--- config.mk ---
export PLATFORM = sky130hd
export DESIGN_NAME = mhpq_ctrl
export DESIGN_NICKNAME = d
export VERILOG_FILES = /design/src/sv/max_heap_priority_queue_assert.svh /design/src/sv/mhpq_pkg.sv /design/src/sv/mhpq_ctrl.sv
export SDC_FILE = /design/constraint.sdc
export NUM_CORES = 1
export LEC_CHECK = 0
export BUFFER_PORTS_ARGS = -buffer_cell sky130_fd_sc_hd__buf_2
export CORE_AREA = 10 10 47 49
export DETAILED_ROUTE_END_ITERATION = 12
export DIE_AREA = 0 0 57 59
export HOLD_SLACK_MARGIN = 0.03
export PLACE_DENSITY = 0.63
export SETUP_SLACK_MARGIN = 0.1
export SLEW_MARGIN = 20
export SYNTH_ARGS = -nofsm -noshare
export SYNTH_HDL_FRONTEND = slang
export SYNTH_SLANG_ARGS = --single-unit
--- constraint.sdc ---
create_clock -name clk_i -period 1.3 [get_ports clk_i]
set_input_delay 0.325 -clock clk_i [delete_from_list [all_inputs] [get_ports clk_i]]
set_output_delay 0.325 -clock clk_i [all_outputs]
set_load 0.02 [all_outputs]
--- src/sv/max_heap_priority_queue_assert.svh ---
// assertion macros used by the heap queue datapath
`ifndef MAX_HEAP_PRIORITY_QUEUE_ASSERT_SVH
`define MAX_HEAP_PRIORITY_QUEUE_ASSERT_SVH

// same-cycle implication, checked out of reset
`define MHPQ_ASSERT_NOW(lbl, ante, cons, msg) \
  lbl: assert property (@(posedge clk_i) disable iff (!rst_ni) (ante) |-> (cons)) else $error(msg);

// next-cycle implication, checked out of reset
`define MHPQ_ASSERT_NEXT(lbl, ante, cons, msg) \
  lbl: assert property (@(posedge clk_i) disable iff (!rst_ni) (ante) |=> (cons)) else $error(msg);

`endif

--- src/sv/mhpq_pkg.sv ---
package mhpq_pkg;

  localparam int unsigned CAPACITY  = 128;
  localparam int unsigned KEY_WIDTH = 32;
  localparam int unsigned IDX_W     = $clog2(CAPACITY + 1);
  localparam int unsigned ADDR_W    = $clog2(CAPACITY);
  localparam int unsigned CHILD_W   = IDX_W + 1;
  localparam int unsigned DATA_W    = 32;
  localparam int unsigned COUNT_W   = 8;
  localparam int unsigned STATUS_W  = 2;
  localparam int unsigned OUT_W     = ((2 * DATA_W + COUNT_W + STATUS_W + 7) / 8) * 8;

  typedef logic signed [KEY_WIDTH-1:0] key_t;
  typedef logic [IDX_W-1:0]            idx_t;
  typedef logic [ADDR_W-1:0]           addr_t;

  typedef enum logic [STATUS_W-1:0] {
    ST_DONE  = 2'd0,
    ST_FULL  = 2'd1,
    ST_EMPTY = 2'd2
  } status_e;

  typedef enum logic [3:0] {
    OP_NONE,
    OP_ACCEPT,
    OP_UP_RD,
    OP_UP_CMP,
    OP_RM_RD,
    OP_RM_LD,
    OP_DN_RD,
    OP_DN_CMP,
    OP_FIN_RD,
    OP_FIN_LD
  } op_e;

  typedef struct packed {
    logic refuse;
    logic in_remove;
    logic at_root;
    logic up_swap;
    logic last_one;
    logic no_child;
    logic dn_swap;
    logic out_free;
  } dp_status_t;

endpackage

--- src/sv/mhpq_ctrl.sv ---
module mhpq_ctrl (
  input  logic                clk_i,
  input  logic                rst_ni,
  input  logic                s_tvalid_i,
  output logic                s_tready_o,
  input  mhpq_pkg::dp_status_t st_i,
  output mhpq_pkg::op_e       op_o
);

  localparam logic [3:0] S_IDLE   = 4'd0;
  localparam logic [3:0] S_UP_RD  = 4'd1;
  localparam logic [3:0] S_UP_CMP = 4'd2;
  localparam logic [3:0] S_RM_RD  = 4'd3;
  localparam logic [3:0] S_RM_LD  = 4'd4;
  localparam logic [3:0] S_DN_RD  = 4'd5;
  localparam logic [3:0] S_DN_CMP = 4'd6;
  localparam logic [3:0] S_FIN_RD = 4'd7;
  localparam logic [3:0] S_FIN    = 4'd8;

  logic [3:0] state_q, state_d;

  assign s_tready_o = (state_q == S_IDLE);

  always_comb begin
    state_d = state_q;
    op_o    = mhpq_pkg::OP_NONE;
    unique case (state_q)
      S_IDLE: begin
        if (s_tvalid_i) begin
          op_o = mhpq_pkg::OP_ACCEPT;
          if (st_i.refuse) state_d = S_FIN_RD;
          else if (st_i.in_remove) state_d = S_RM_RD;
          else state_d = S_UP_RD;
        end
      end
      S_UP_RD: begin
        op_o    = mhpq_pkg::OP_UP_RD;
        state_d = st_i.at_root ? S_FIN_RD : S_UP_CMP;
      end
      S_UP_CMP: begin
        op_o    = mhpq_pkg::OP_UP_CMP;
        state_d = st_i.up_swap ? S_UP_RD : S_FIN_RD;
      end
      S_RM_RD: begin
        op_o    = mhpq_pkg::OP_RM_RD;
        state_d = S_RM_LD;
      end
      S_RM_LD: begin
        op_o    = mhpq_pkg::OP_RM_LD;
        state_d = st_i.last_one ? S_FIN_RD : S_DN_RD;
      end
      S_DN_RD: begin
        op_o    = mhpq_pkg::OP_DN_RD;
        state_d = st_i.no_child ? S_FIN_RD : S_DN_CMP;
      end
      S_DN_CMP: begin
        op_o    = mhpq_pkg::OP_DN_CMP;
        state_d = st_i.dn_swap ? S_DN_RD : S_FIN_RD;
      end
      S_FIN_RD: begin
        op_o    = mhpq_pkg::OP_FIN_RD;
        state_d = S_FIN;
      end
      S_FIN: begin
        // hold until the output register is free
        if (st_i.out_free) begin
          op_o    = mhpq_pkg::OP_FIN_LD;
          state_d = S_IDLE;
        end
      end
      default: state_d = S_IDLE;
    endcase
  end

  always_ff @(posedge clk_i or negedge rst_ni) begin
    if (!rst_ni) begin
      state_q <= S_IDLE;
    end else begin
      state_q <= state_d;
    end
  end

endmodule

==> results.cfg <==
[outcome]
status = finished, violations left
violations = setup timing

[clocking]
cts_tree = done
cts.htree.levels = 1
cts.clk_slew.worst_paths_ns = 0.04
clock_path_buffers = 2
numCtsBuffers = 3
cts_sinks = 4
clk_latency_ns = 0.24
ctsRootBufferMaster = clkbuf_4

[sta]
setup_viol = 7
whs_ns = 0.392
hold_viol = 0
worst_pin_slew_ns = 0.249
rsz0062_at_grt = yes
finalCritPeriodShare_pct = 129
fin_skew_ns = 0.00363
relSlewSlack_pct = 83.4
post-route-min-period_ns = 1.68
setup_tns_ns = -2.04
setup_ws_ns = -0.376
slew_viol_final = 0
clock.fmax_ghz = 0.597

[finish]
stdcell_count = 92
largestRegisters = state_q (4)
area.growth.synth_to_final_pct = 91.4
regMostFlops = state_q
drive_above_1_share_pct = 69.7
n_antenna_cell = 0
final_cell_area_um2 = 726
fin_util_pct = 51.8
nNetsFinal = 89
fillCellCount = 139
largest_reg_flops = 4

[power_and_ir_drop]
pwr-share-clk_pct = 7.8
p_int_mw = 1.21
p_leak_nw = 0.327
combPwrFrac_pct = 79.0
seq_power_share_pct = 13.1
p_sw_mw = 0.892
powerDensity_nw_per_um2 = 2890
ir_drop_mv = 1.35
power_mw = 2.10
swShare_pct = 42.5

[yosys]
syn_inst = 41
syn_nets = 52
synth.avg_cell_area_um2 = 9.25
synth_warnings = 0
syn_area_um2 = 379
synth_cell_type_count = 24
ys_seq_area_share_pct = 26.4
ys_ff_latch = 4

[setup_path]
crit_family = flip-flops
crit_path_end_kind = output pin
critPathMaxStageDelay_ns = 0.43
cp_data_required_time_ns = 0.98
path_buf_inv = 1
start_kind = flop
reg2reg_to = state_q[2]
reg2regPathDepth = 7
r2r_start = state_q[2]
cp.depth = 3
ff2ff_setup_slack_ns = -0.27
worst-setup-path-type = flop to output pin
cp_slowest_cell = dfrtp_2
arrival_ns = 1.35
path_max_fanout = 5
crit_chain = or3_4 -> o21ai_4 -> buf_6

[drt]
num_vias = 455
first_pass_iters = 4
drt_iter0_markers = 7
ant_nets = 0
drt-wirelength-per-cell_um = 15.4
vias_per_cell = 4.95
wl_um = 1420
drc = 0

[global_routing]
grt_pass1_wl_um = 2180
grt_pass1_vias = 494
grt_start_max_net_pins = 9
antenna_found_initial = 0
grt_overflow = 0
track_usage_pct = 7.98

[min_path]
min_path_type = input pin to flop
min_to = state_q[3]
min-delay-start = st_i[0]
worstHoldPathCells = 3

[placed_design]
dp_hpwl_um = 919
place_ws_ns = -0.153
portBuffers = 15
placed_cell_area_um2 = 546
gp_congestion = 0.727
placed_cells_incl_taps = 79

[die]
core_area_um2 = 1400
start_util_pct = 27.1
dieArea_um2 = 3360
io_pins = 16
die_width_um = 57
die_y_um = 59
rows = 14

[job]
max_cap_violations = 0
## cell type report
| class | instances | area (um^2) | share of cell area, % |
|---|---|---|---|
| Clock buffer | 3 | 22.5 | 3.10 |
| Inverter | 2 | 7.51 | 1.03 |
| Multi-Input combinational cell | 31 | 295 | 40.7 |
| Sequential cell | 4 | 103 | 14.1 |
| Tap cell | 16 | 20.0 | 2.76 |
| Timing Repair Buffer | 36 | 278 | 38.3 |
## worst max path at each step
stage                     startpoint      end
final                     state_q[2]  op_o[3]
after global routing      state_q[2]  op_o[3]
after CTS                 state_q[1]  op_o[3]
after detailed placement  state_q[2]  op_o[3]
after global placement    state_q[2]  op_o[3]
after floorplan           state_q[0]  op_o[3]
## per-layer routing
| layer | global-route usage, % | vias up | part of all wire, % |
|---|---|---|---|
| li1 | - | 219 | - |
| met1 | 8.88 | 223 | 43 |
| met2 | 13.8 | 11 | 53 |
| met3 | 1.29 | 2 | 2.5 |
| met4 | 5.03 | 0 | 1.6 |
| met5 | 0 | - | 0 |
## worst min-delay path, stage by stage
cell and delay (ns):
buf_2 0.09, nand2b_1 0.12, o21ai_2 0.05
## kinds of logic (layout without fill, tap and decap cells)
group / count (synthesis) / in the layout / synth area share, %
AOI/OAI and AO/OA: 11 / 11 / 25.1
xor gates and xnor gates: 1 / 1 / 2.31
buffers and inverters: 6 / 41 / 11.9
DFF: 4 / 4 / 26.4
muxes: 2 / 2 / 5.28
and+or+nand+nor: 17 / 17 / 29.0
## cells in the final DEF, fill, tap and decap left out
cell type      netlist  final
buf_4                2     17
buf_2                0     10
buf_6                2      8
clkbuf_4             0      3
nor2_4               0      2
nor2_1               5      2
inv_1                2      2
nand2b_1             2      2
o31a_1               2      2
mux2i_1              2      2
dfrtp_1              4      2
dfrtp_2              0      2
or3_4                1      1
xnor2_1              1      1
nand2_1              1      1
nand4b_1             1      1
o21ai_4              0      1
nor3_2               0      1
o32a_1               1      1
a21bo_2              1      1
nand3b_1             1      1
a21oi_2              0      1
and4_4               1      1
nand2b_4             1      1
a2111oi_4            0      1
o21bai_1             1      1
a21oi_1              2      1
nor4_4               0      1
nor2_2               0      1
nor3_1               2      1
o21a_1               1      1
o21ai_2              2      1
nor4_1               2      1
dlygate4sd3_1        0      1
## cells in the mapped netlist, drive strengths merged
library cell / number / share of area (%)
a2111oi: 1 / 4.0
a21bo: 1 / 2.6
a21oi: 2 / 2.6
and4: 1 / 3.0
buf: 4 / 9.9
dfrtp: 4 / 26
inv: 2 / 2.0
mux2i: 2 / 5.3
nand2: 1 / 0.99
nand2b: 3 / 6.9
nand3b: 1 / 2.0
nand4b: 1 / 2.3
nor2: 5 / 5.0
nor3: 2 / 2.6
nor4: 2 / 3.3
o21a: 1 / 2.0
o21ai: 2 / 4.6
o21bai: 1 / 2.0
o31a: 2 / 4.6
o32a: 1 / 2.6
or3: 1 / 3.0
xnor2: 1 / 2.3
## power by group through the flow
stage               Clock, mW  Sequential (mW)  Combinational (mW)
detailed placement          0            0.270                1.15
finish                  0.165            0.276                1.66
global route            0.171            0.277                1.76
floorplan                   0            0.229               0.866
global placement            0            0.264                1.15
CTS                     0.160            0.268                1.53
## what timing repair did
action,4_1_cts,5_1_grt
endpoints found under the hold margin,4,0
pin swaps,8,5
endpoints found under the setup margin,8,9
resized for setup,17,3
buffers inserted,8,1
hold buffers,1,0
No activity file was read; power rests on OpenSTA's default activity.
